[src/sv/tsm_pkg.sv]
// Shared widths, register codes and the divider stage record for the touch map.
// Used by every module of the touch_raw_to_screen_map block; no dependencies.
package tsm_pkg;

  localparam int unsigned RAW_W       = 12;
  localparam int unsigned SPAN_W      = 12;
  localparam int unsigned DIFF_W      = RAW_W + 1;
  localparam int unsigned PROD_W      = RAW_W + SPAN_W;
  localparam int unsigned DIV_STEPS   = SPAN_W;
  localparam int unsigned NLO_W       = PROD_W - DIV_STEPS;
  localparam int unsigned FRONT_STG   = 3;
  localparam int unsigned NSTG        = FRONT_STG + DIV_STEPS + 1;

  localparam int unsigned OUT_X_W     = 9;
  localparam int unsigned OUT_Y_W     = 8;
  localparam int unsigned IN_TDATA_W  = 24;
  localparam int unsigned OUT_TDATA_W = 24;
  localparam int unsigned OUT_PAD_W   = OUT_TDATA_W - OUT_X_W - OUT_Y_W;

  localparam int unsigned CFG_AW      = 4;
  localparam int unsigned CFG_DW      = 32;

  localparam logic [1:0] REG_X_LEFT   = 2'd0;
  localparam logic [1:0] REG_X_RIGHT  = 2'd1;
  localparam logic [1:0] REG_Y_TOP    = 2'd2;
  localparam logic [1:0] REG_Y_BOTTOM = 2'd3;

  // One restoring-division step's working set plus the sideband flags.
  typedef struct packed {
    logic [SPAN_W-1:0] rem;
    logic [NLO_W-1:0]  num_lo;
    logic [SPAN_W-1:0] quo;
    logic [SPAN_W-1:0] den;
    logic              neg;
    logic              sat;
  } div_t;

endpackage

[src/sv/touch_raw_to_screen_map_top.sv]
// Touch raw-to-screen map: 16-stage pipeline that accepts one sample pair every cycle
// when the output is taken. The 12-step pipelined divider yields one quotient bit per stage.
// Bubbles collapse, so input transfers continue while a result waits at the output,
// as long as any stage is empty.
// rst_ni clears the calibration registers and all stage valid bits.
// Depends on tsm_pkg and tsm_axis.
module touch_raw_to_screen_map_top #(
  parameter int unsigned SCREEN_W = 320,
  parameter int unsigned SCREEN_H = 240
) (
  input  logic                               clk_i,
  input  logic                               rst_ni,
  input  logic                               s_axis_tvalid_i,
  output logic                               s_axis_tready_o,
  // [11:0] raw_x, [23:12] raw_y
  input  logic [tsm_pkg::IN_TDATA_W-1:0]     s_axis_tdata_i,
  output logic                               m_axis_tvalid_o,
  input  logic                               m_axis_tready_i,
  // [8:0] screen_x, [16:9] screen_y, [23:17] zero
  output logic [tsm_pkg::OUT_TDATA_W-1:0]    m_axis_tdata_o,
  input  logic                               psel,
  input  logic                               penable,
  input  logic                               pwrite,
  input  logic [tsm_pkg::CFG_AW-1:0]         paddr,
  input  logic [tsm_pkg::CFG_DW-1:0]         pwdata,
  output logic [tsm_pkg::CFG_DW-1:0]         prdata,
  output logic                               pready
);

  logic [tsm_pkg::RAW_W-1:0]  x_lo_q, x_hi_q, y_lo_q, y_hi_q;
  logic                       cfg_we;
  logic                       degen;
  logic [tsm_pkg::NSTG-1:0]   valid_q, rdy, vin, en;
  logic [tsm_pkg::SPAN_W-1:0] res_x, res_y;

  assign pready = 1'b1;
  assign cfg_we = psel && penable && pwrite;

  always_ff @(posedge clk_i or negedge rst_ni) begin
    if (!rst_ni) begin
      x_lo_q <= '0;
      x_hi_q <= '0;
      y_lo_q <= '0;
      y_hi_q <= '0;
    end else if (cfg_we) begin
      unique case (paddr[3:2])
        tsm_pkg::REG_X_LEFT:   x_lo_q <= pwdata[tsm_pkg::RAW_W-1:0];
        tsm_pkg::REG_X_RIGHT:  x_hi_q <= pwdata[tsm_pkg::RAW_W-1:0];
        tsm_pkg::REG_Y_TOP:    y_lo_q <= pwdata[tsm_pkg::RAW_W-1:0];
        tsm_pkg::REG_Y_BOTTOM: y_hi_q <= pwdata[tsm_pkg::RAW_W-1:0];
        default: ;
      endcase
    end
  end

  always_comb begin
    unique case (paddr[3:2])
      tsm_pkg::REG_X_LEFT:   prdata = tsm_pkg::CFG_DW'(x_lo_q);
      tsm_pkg::REG_X_RIGHT:  prdata = tsm_pkg::CFG_DW'(x_hi_q);
      tsm_pkg::REG_Y_TOP:    prdata = tsm_pkg::CFG_DW'(y_lo_q);
      tsm_pkg::REG_Y_BOTTOM: prdata = tsm_pkg::CFG_DW'(y_hi_q);
      default:               prdata = '0;
    endcase
  end

  assign degen = (x_lo_q == x_hi_q) || (y_lo_q == y_hi_q);

  // A stage advances when it is empty or the stage after it advances.
  always_comb begin
    rdy[tsm_pkg::NSTG-1] = !valid_q[tsm_pkg::NSTG-1] || m_axis_tready_i;
    for (int k = tsm_pkg::NSTG - 2; k >= 0; k--) begin
      rdy[k] = !valid_q[k] || rdy[k+1];
    end
    vin = {valid_q[tsm_pkg::NSTG-2:0], s_axis_tvalid_i};
    en  = rdy & vin;
  end

  always_ff @(posedge clk_i or negedge rst_ni) begin
    if (!rst_ni) begin
      valid_q <= '0;
    end else begin
      for (int k = 0; k < tsm_pkg::NSTG; k++) begin
        if (rdy[k]) begin
          valid_q[k] <= vin[k];
        end
      end
    end
  end

  tsm_axis #(.SPAN(SCREEN_W)) u_axis_x (
    .clk_i   (clk_i),
    .en_i    (en),
    .raw_i   (s_axis_tdata_i[tsm_pkg::RAW_W-1:0]),
    .lo_i    (x_lo_q),
    .hi_i    (x_hi_q),
    .degen_i (degen),
    .res_o   (res_x)
  );

  tsm_axis #(.SPAN(SCREEN_H)) u_axis_y (
    .clk_i   (clk_i),
    .en_i    (en),
    .raw_i   (s_axis_tdata_i[2*tsm_pkg::RAW_W-1:tsm_pkg::RAW_W]),
    .lo_i    (y_lo_q),
    .hi_i    (y_hi_q),
    .degen_i (degen),
    .res_o   (res_y)
  );

  assign s_axis_tready_o = rdy[0];
  assign m_axis_tvalid_o = valid_q[tsm_pkg::NSTG-1];
  assign m_axis_tdata_o  = {tsm_pkg::OUT_PAD_W'(0),
                            res_y[tsm_pkg::OUT_Y_W-1:0],
                            res_x[tsm_pkg::OUT_X_W-1:0]};

`ifndef SYNTHESIS
  a_x_in_range: assert property (@(posedge clk_i) disable iff (!rst_ni)
    m_axis_tvalid_o |-> (res_x <= tsm_pkg::SPAN_W'(SCREEN_W)))
    else $error("screen_x beyond span");

  a_y_in_range: assert property (@(posedge clk_i) disable iff (!rst_ni)
    m_axis_tvalid_o |-> (res_y <= tsm_pkg::SPAN_W'(SCREEN_H)))
    else $error("screen_y beyond span");

  a_stall_only_full: assert property (@(posedge clk_i) disable iff (!rst_ni)
    !s_axis_tready_o |-> ((&valid_q) && !m_axis_tready_i))
    else $error("input stalled with a bubble in the pipeline");
`endif

endmodule

[src/sv/tsm_div_step.sv]
// One registered restoring-division step: one quotient bit per stage.
// Depends on tsm_pkg for the div_t stage record.
module tsm_div_step (
  input  logic          clk_i,
  input  logic          en_i,
  input  tsm_pkg::div_t d_i,
  output tsm_pkg::div_t d_o
);

  logic [tsm_pkg::SPAN_W:0]   trial;
  logic [tsm_pkg::SPAN_W:0]   sub;
  logic                       ge;
  tsm_pkg::div_t              d_d;
  tsm_pkg::div_t              d_q;

  always_comb begin
    trial    = {d_i.rem, d_i.num_lo[tsm_pkg::NLO_W-1]};
    sub      = trial - {1'b0, d_i.den};
    ge       = trial >= {1'b0, d_i.den};
    d_d      = d_i;
    d_d.rem  = ge ? sub[tsm_pkg::SPAN_W-1:0] : trial[tsm_pkg::SPAN_W-1:0];
    d_d.num_lo = {d_i.num_lo[tsm_pkg::NLO_W-2:0], 1'b0};
    d_d.quo  = {d_i.quo[tsm_pkg::SPAN_W-2:0], ge};
  end

  always_ff @(posedge clk_i) begin
    if (en_i) begin
      d_q <= d_d;
    end
  end

  assign d_o = d_q;

endmodule

[src/sv/tsm_axis.sv]
// Datapath for one axis: offset, scale by span, divide by calibration delta, clamp.
// Depends on tsm_pkg and tsm_div_step; stage enables come from the top level.
module tsm_axis #(
  parameter int unsigned SPAN = 320
) (
  input  logic                             clk_i,
  input  logic [tsm_pkg::NSTG-1:0]         en_i,
  input  logic [tsm_pkg::RAW_W-1:0]        raw_i,
  input  logic [tsm_pkg::RAW_W-1:0]        lo_i,
  input  logic [tsm_pkg::RAW_W-1:0]        hi_i,
  input  logic                             degen_i,
  output logic [tsm_pkg::SPAN_W-1:0]       res_o
);

  localparam logic [tsm_pkg::SPAN_W-1:0] SpanC = tsm_pkg::SPAN_W'(SPAN);

  logic signed [tsm_pkg::DIFF_W-1:0] den;
  logic [tsm_pkg::SPAN_W-1:0]        den_mag;
  logic signed [tsm_pkg::DIFF_W-1:0] diff_d, diff_q;
  logic                              neg0_q, neg1_q;
  logic [tsm_pkg::SPAN_W-1:0]        mag;
  logic [tsm_pkg::PROD_W-1:0]        prod_d, prod_q;
  tsm_pkg::div_t                     div_d;
  tsm_pkg::div_t                     chain [tsm_pkg::DIV_STEPS+1];
  tsm_pkg::div_t                     fin;
  logic [tsm_pkg::SPAN_W-1:0]        res_d, res_q;

  // The user must keep the calibration registers static while items are in flight; not enforced here.
  always_comb begin
    den     = $signed({1'b0, hi_i}) - $signed({1'b0, lo_i});
    den_mag = den[tsm_pkg::DIFF_W-1] ? tsm_pkg::SPAN_W'(-den) : den[tsm_pkg::SPAN_W-1:0];
    diff_d  = $signed({1'b0, raw_i}) - $signed({1'b0, lo_i});
    mag     = diff_q[tsm_pkg::DIFF_W-1] ? tsm_pkg::SPAN_W'(-diff_q)
                                        : diff_q[tsm_pkg::SPAN_W-1:0];
    prod_d  = tsm_pkg::PROD_W'(mag) * tsm_pkg::PROD_W'(SpanC);
  end

  // Quotient of 4096 or more always clamps, so only 12 quotient bits are needed.
  always_comb begin
    div_d        = '0;
    div_d.rem    = prod_q[tsm_pkg::PROD_W-1 -: tsm_pkg::SPAN_W];
    div_d.num_lo = prod_q[tsm_pkg::NLO_W-1:0];
    div_d.den    = den_mag;
    div_d.neg    = neg1_q;
    div_d.sat    = prod_q >= {den_mag, tsm_pkg::NLO_W'(0)};
  end

  always_ff @(posedge clk_i) begin
    if (en_i[0]) begin
      diff_q <= diff_d;
      neg0_q <= diff_d[tsm_pkg::DIFF_W-1] ^ den[tsm_pkg::DIFF_W-1];
    end
    if (en_i[1]) begin
      prod_q <= prod_d;
      neg1_q <= neg0_q;
    end
    if (en_i[2]) begin
      chain[0] <= div_d;
    end
  end

  for (genvar k = 0; k < tsm_pkg::DIV_STEPS; k++) begin : g_div
    tsm_div_step u_step (
      .clk_i (clk_i),
      .en_i  (en_i[tsm_pkg::FRONT_STG + k]),
      .d_i   (chain[k]),
      .d_o   (chain[k+1])
    );
  end

  // Drop negative quotients and degenerate calibrations to zero and hold large ones at the span.
  always_comb begin
    fin = chain[tsm_pkg::DIV_STEPS];
    if (degen_i || fin.neg) begin
      res_d = '0;
    end else if (fin.sat || (fin.quo > SpanC)) begin
      res_d = SpanC;
    end else begin
      res_d = fin.quo;
    end
  end

  always_ff @(posedge clk_i) begin
    if (en_i[tsm_pkg::NSTG-1]) begin
      res_q <= res_d;
    end
  end

  assign res_o = res_q;

endmodule

[config.mk]
export PLATFORM = sky130hd
export DESIGN_NAME = touch_raw_to_screen_map_top
export DESIGN_NICKNAME = d
export VERILOG_FILES = /design/src/sv/tsm_pkg.sv /design/src/sv/touch_raw_to_screen_map_top.sv /design/src/sv/tsm_div_step.sv /design/src/sv/tsm_axis.sv
export SDC_FILE = /design/constraint.sdc
export NUM_CORES = 2
export LEC_CHECK = 0
export BUFFER_PORTS_ARGS = -buffer_cell sky130_fd_sc_hd__buf_2
export CAP_MARGIN = 20
export CORE_MARGIN = 8
export CORE_UTILIZATION = 60
export DETAILED_ROUTE_END_ITERATION = 10
export GPL_TIMING_DRIVEN = 0
export HOLD_SLACK_MARGIN = 0.12
export PLACE_DENSITY = 0.86
export SKIP_CTS_REPAIR_TIMING = 1
export SYNTH_ARGS = -nofsm -noshare
export SYNTH_HDL_FRONTEND = slang
export SYNTH_SLANG_ARGS = --single-unit
[constraint.sdc]
create_clock -name clk_i -period 8.1 [get_ports clk_i]
set_clock_uncertainty 0.05 [all_clocks]
set_input_delay 0 -clock clk_i [delete_from_list [all_inputs] [get_ports clk_i]]
set_output_delay 0 -clock clk_i [all_outputs]
set_load 0.005 [all_outputs]
* Word level (Yosys, flattened, before mapping)
Cells that the tools add are included.
** Operators by class
- Add/subtract/negate cells :: 30
- Multipliers :: 2
- Order comparisons :: 28
- Equal/unequal tests :: 5
- Multiplexer cells :: 29
- Bitwise logic cells :: 3
- Reduce and logical (&&, ||, !) cells :: 46
** Operator list (count)
- $mux 12 :: 24
- $ge 13x12->1 :: 22
- $sub 12x12->12 :: 20
- $pmux 32 s4 :: 1
- $sub 12x12->13 :: 4
- $neg 12->12 :: 4
- $eq 12x12->1 :: 2
- $ge 20x24->1 :: 1
- $ge 21x24->1 :: 1
- $logic_or 1x1->1 :: 21
- $mux 9 :: 2
- $and 16x16->16 :: 1
- $logic_not 1->1 :: 16
- $mul 12x4->16 const B :: 1
- $mul 12x3->15 const B :: 1
- $ge 10x12->1 :: 1
- $ge 9x12->1 :: 1
- $gt 12x8->1 const B :: 1
- $gt 12x9->1 const B :: 1
- $sub 10x12->12 :: 1
- $sub 9x12->12 :: 1
- $mux 10 :: 1
- $mux 8 :: 1
- $reduce_and 2->1 :: 4
- 6 further kinds :: 10
** Storage, ports and cells
- Register bits :: 976
- Input bits :: 67
- Output and inout bits :: 59

* Depth between registers and ports, before layout
- Word-level depth :: 18
- Mapped depth :: 20
- Gate-level depth less buffers :: 19

* Modules after synthesis
A second synthesis with hierarchy kept.
** Second synthesis, totals
- Cell total of the unflattened synthesis :: 4979
- Area total of the unflattened synthesis :: 69573.0 µm²
** Modules (own cells, without submodules)
- tsm_div_step :: times used 24, cells each 159, area each 2338.5 µm²
- tsm_axis at u_axis_y :: times used 1, cells each 490, area each 5365.1 µm²
- tsm_axis at u_axis_x :: times used 1, cells each 421, area each 4729.5 µm²
- touch_raw_to_screen_map_top :: times used 1, cells each 252, area each 3354.5 µm²

* Worst setup path before layout
No wires, ideal clock.
- Kind :: reg2reg
- From :: register valid_q[15] (netlist name)
- To :: register u_axis_x.g_div[6].u_step.d_q (netlist bit u_axis_x.g_div[6].u_step.d_o[0]), enable pin
- Arrival time :: 5.774 ns
- Data required time :: 7.455 ns
- Setup slack :: 1.682 ns
- Cell stages (with the launch flop) :: 6
- Path buffers :: 0
- Cells stage by stage :: dfrtp_1 nor2b_1 nand3_1 nor2_1 and3_1 a21boi_0
** On the way
- Cells in the longest elaborated chain, start to end :: 9
** Ends and longest elaborated chain
- start: declaration :: line touch_raw_to_screen_map_top.sv:33 : logic [tsm_pkg::NSTG-1:0] valid_q, rdy, vin, en;
- start signal: indexed assignment :: line touch_raw_to_screen_map_top.sv:84 : valid_q[k] <= vin[k];
- $logic_not 1->1 :: line touch_raw_to_screen_map_top.sv:70 : rdy[tsm_pkg::NSTG-1] = !valid_q[tsm_pkg::NSTG-1] || m_axis_tready_i;
- $logic_or 1x1->1 :: line touch_raw_to_screen_map_top.sv:70
- $logic_or 1x1->1 (6 in series) :: line touch_raw_to_screen_map_top.sv:72 : rdy[k] = !valid_q[k] || rdy[k+1];
- $and 16x16->16 :: line touch_raw_to_screen_map_top.sv:75 : en = rdy & vin;
- net en (one bit) :: line touch_raw_to_screen_map_top.sv:33
- end signal: assignment :: line tsm_div_step.sv:28 : d_q <= d_d;
- end: declaration :: line tsm_div_step.sv:14 : tsm_pkg::div_t d_q;
The timed path passes the listed nets, and every way through them passes these cells.
A chain may end at the register's enable or synchronous reset.

* Worst setup path after layout
- From :: register u_axis_y.diff_q[0] (netlist name)
- To :: register u_axis_y.prod_q[19] (netlist name) (data pin)
** On the way
- Cells in the longest elaborated chain, start to end :: 3
** Ends and longest elaborated chain
- start: declaration :: line tsm_axis.sv:19 : logic signed [tsm_pkg::DIFF_W-1:0] diff_d, diff_q;
- start signal: assignment :: line tsm_axis.sv:50 : diff_q <= diff_d;
- $neg 12->12 :: line tsm_axis.sv:33 : mag = diff_q[tsm_pkg::DIFF_W-1] ? tsm_pkg::SPAN_W'(-diff_q)
- $mux 12 * :: line tsm_axis.sv:33
- $mul 12x4->16 * :: line tsm_axis.sv:35 : prod_d = tsm_pkg::PROD_W'(mag) * tsm_pkg::PROD_W'(SpanC);
- net u_axis_y.prod_d (one bit) :: line tsm_axis.sv:22 : logic [tsm_pkg::PROD_W-1:0] prod_d, prod_q;
- end signal: assignment :: line tsm_axis.sv:54 : prod_q <= prod_d;
- end: declaration :: line tsm_axis.sv:22
The timed path passes the listed nets; every way through them passes the cells marked *.

==> summary.md <==
| Metric | Value |
|---|---|
| Run status | `completed` |
| Number of top-level pins | `126` |
| Number of diodes added for antenna fixing | `0` |
| Leakage | `23.8 nW` |
| Die span in y | `308 um` |
| IO buf count | `74` |
| Post-synth EDFFs | `912` |
| Min-Delay Path Depth | `4` |
| Required @ worst endpoint | `8.45 ns` |
| Maximum clock frequency | `197 MHz` |
| Routed met1 length | `37700 um` |
| Filler-free cell count of the finished design | `5612` |
| Initial antenna violation count | `0` |
| First-pass GRT wire length | `164000 um` |
| Number of CTS-inserted buffers | `94` |
| Clock sink count | `976` |
| Finished Cell Area | `0.0574 mm^2` |
| Total Routing Usage GR | `0.210` |
| Hold Violations, Final | `0` |
| Buffer cell driving the clock tree root | `clkbuf_16` |
| Endpoint type of the worst setup path | `flip-flop` |
| Kind of path behind the tightest hold check | `in -> reg` |
| Count of yosys warnings during synthesis | `0` |
| Launching element type of the critical path | `flip-flop` |
| Max FO, Critical Path | `5` |
| Site Rows | `107` |
| Starting Density | `0.602` |
| Flip-flop cell with the highest count after synthesis | `edfxtp_1` |
| Top routing layer in use | `met4` |
| Remaining antenna violation count | `0` |
| Filler Cell Count | `5358` |
| Hold Path Sink | `x_lo_q[9]` |
| X dimension of the die | `308 um` |
| H-tree depth | `3` |
| Overall power of the completed layout | `25.5 mW` |
| Proportion of synthesized chip area in sequential cells | `0.567` |
| Number of iterations in the first detailed-routing pass | `6` |
| Vias in the first global route | `33700` |
| Top cell types by occurrence after synthesis | `edfxtp_1, inv_1, ha_1` |
| Source of the worst register-to-register timing path | `u_axis_y.diff_q[0]` |
| Category of the most critical setup path | `reg -> reg` |
| Endpoint of the lowest-slack register-to-register path | `u_axis_y.prod_q[19]` |
| HPWL Detailed | `70200 um` |
| Max-cap violations | `0` |
| Number of slew-limit violations in the final report | `0` |
| Core Footprint | `0.0849 mm^2` |
| Top post-synthesis cells by area | `edfxtp_1, ha_1, mux2_2, inv_1, dfrtp_1` |
| Number of instances in the placed design | `5361` |
| Share of the synthesized area in the top cell type | `0.536` |
| DR DRC count | `0` |
| Unrepaired setup endpoints after global routing | `no` |
| Worst rel slew slack | `0.338` |
| Cell count after synthesis | `4100` |
| Fin nets | `4890` |
| Synthesis-to-layout area growth | `12.3%` |
| Pre-CTS setup slack | `3.08 ns` |
| Worst skew pair latency | `0.65 ns` |
| Detailed Route WL | `104000 um` |
| Final global-route overflow total | `0` |
| Share of flip-flops with an asynchronous set or reset after synthesis | `0.0656` |
| Flop and latch count out of synthesis | `976` |
| Share of layout cells above drive strength 1 | `0.127` |
| Number of distinct standard cells referenced by the synthesized netlist | `69` |
| Worst R2R Path Depth | `16` |
| Min Hold Slack | `0.126 ns` |
| Cell Area, Placed | `0.0534 mm^2` |
| Initial DRC Count | `2517` |
| Clock transition at path regs | `0.06 ns` |
| Library cell with the highest instance count after synthesis | `edfxtp_1` |
| Max VDD drop | `0.000322 V` |
| Shortest clock period the worst path allows after layout | `5.07 ns` |
| Final Wtd Congestion | `0.926` |
| Slew at the pin closest to its max-slew limit | `0.991 ns` |
| CTS tree | `done` |
| Via density per instance | `5.79` |
| Total met2 wirelength after detailed routing | `56300 um` |
| Total power density per cell area | `444 mW/mm^2` |
| Share of the clock period used by the worst path after layout | `0.626` |
| Synthesized area per cell | `12.5 um^2` |
| Data arrival time of the critical path | `5.42 ns` |
| Slack of the critical path | `3.03 ns` |
| Worst R2R Setup Slack | `3.03 ns` |
| Met3 wirelength from detailed routing | `4940 um` |
| Maximum number of pins on one net before global-route repair | `71` |
| WL per Instance | `18.5 um` |
| Total standard cell area after synthesis | `0.0511 mm^2` |
| Routed vias | `32500` |
| Launch instance of the worst min-delay path | `pwdata[9]` |
| Largest area contributor in the synthesized netlist | `edfxtp_1` |
| Overall die area | `0.0948 mm^2` |
| Final Setup Violations | `0` |
| Clock Tree Buf Depth | `3` |
[routing by layer]
metal	up-vias	GRT usage
li1	15300	-
met1	15700	0.226
met2	1147	0.406
met3	376	0.0293
met4	0	0.0942
met5	-	0
[stage by stage]
step / TNS, ns / utilization
2_1_floorplan: 0 / -
3_3_place_gp: -0.00125 / 0.625
3_5_place_dp: 0 / 0.630
4_1_cts: 0 / 0.668
5_1_grt: 0 / 0.677
6_report: 0 / 0.677
[final cells by class]
type                       count  area [um^2]  area share
multi-input combinational   2506        19800       0.345
inverter                     568         2130      0.0371
buffer                        76          393     0.00684
sequential                   976        29000       0.505
timing repair buffer         164         1450      0.0253
clock inverter                58          661      0.0115
tap                         1144         1430      0.0249
clock buffer                 120         2570      0.0448
[kinds of logic (layout without fill, tap and decap cells)]
kind of cell	count (synthesis)	in the layout	synth area share
flops	976	976	0.567
fa+ha+maj	437	437	0.114
buf+inv	644	986	0.0494
other cells	2	28	0.000147
mux	283	283	0.0639
simple gates	888	888	0.0851
xor+xnor	216	216	0.0374
compound gates	654	654	0.0832
[worst max-delay path: stages (launching register included)]
cell      delay (ns)
edfxtp_1        0.46
inv_1           0.07
ha_1            0.20
nand2b_1        0.15
xnor2_1         0.48
fa_1            0.56
fa_1            0.52
ha_1            0.30
a21o_1          0.15
a21oi_1         0.25
o21bai_1        0.13
a211oi_1        0.37
o31ai_1         0.16
or4_1           0.47
a31o_2          0.26
a21oi_1         0.17
xnor2_1         0.08
[worst max-delay path by stage]
stage / from / to / slack (ns)
CTS: u_axis_y.diff_q[0] / u_axis_y.prod_q[19] / 3.02
floorplan: valid_q[15] / u_axis_x.g_div[6].u_step.d_o[0] / 1.68
global route: u_axis_y.diff_q[0] / u_axis_y.prod_q[19] / 2.70
detailed placement: u_axis_y.diff_q[0] / u_axis_y.prod_q[19] / 3.08
global placement: valid_q[15] / u_axis_y.g_div[6].u_step.d_o[13] / -0.0003
finish: u_axis_y.diff_q[0] / u_axis_y.prod_q[19] / 3.03
[layout by cell type, fill, tap and decap left out, drive strengths merged, types with 36 or more instances in the layout]
master	netlist	final
nand4	48	48
edfxtp	912	912
a21oi	131	131
fa	48	48
dlygate4sd3	0	72
buf	37	129
mux2	226	226
nor2b	93	93
a21boi	52	52
o21ai	197	197
and2	36	36
nor2	235	235
inv	568	572
a21o	58	58
xor2	70	70
mux2i	45	45
nor3	82	82
xnor2	145	145
nand3	48	48
nand2	204	204
dfrtp	64	64
clkbuf	39	159
ha	389	389
[sequential cells by signal (all words and copies together), names as in the netlist, 13 cells and up]
register and count:
u_axis_x.prod_q 15, u_axis_x.diff_q 13, u_axis_x.g_div.u_step.d_o 381, u_axis_y.prod_q 16
u_axis_y.chain 30, valid_q 16, u_axis_y.g_div.u_step.d_o 394, u_axis_y.diff_q 13
u_axis_x.chain 29
[where the power goes]
part	switching (mW)	internal [mW]	total, mW
combinational	6.63	5.39	12.0
clock	1.90	2.68	4.58
sequential	0.851	8.08	8.93
total	9.38	16.1	25.5
(Power assumes the default switching activity.)
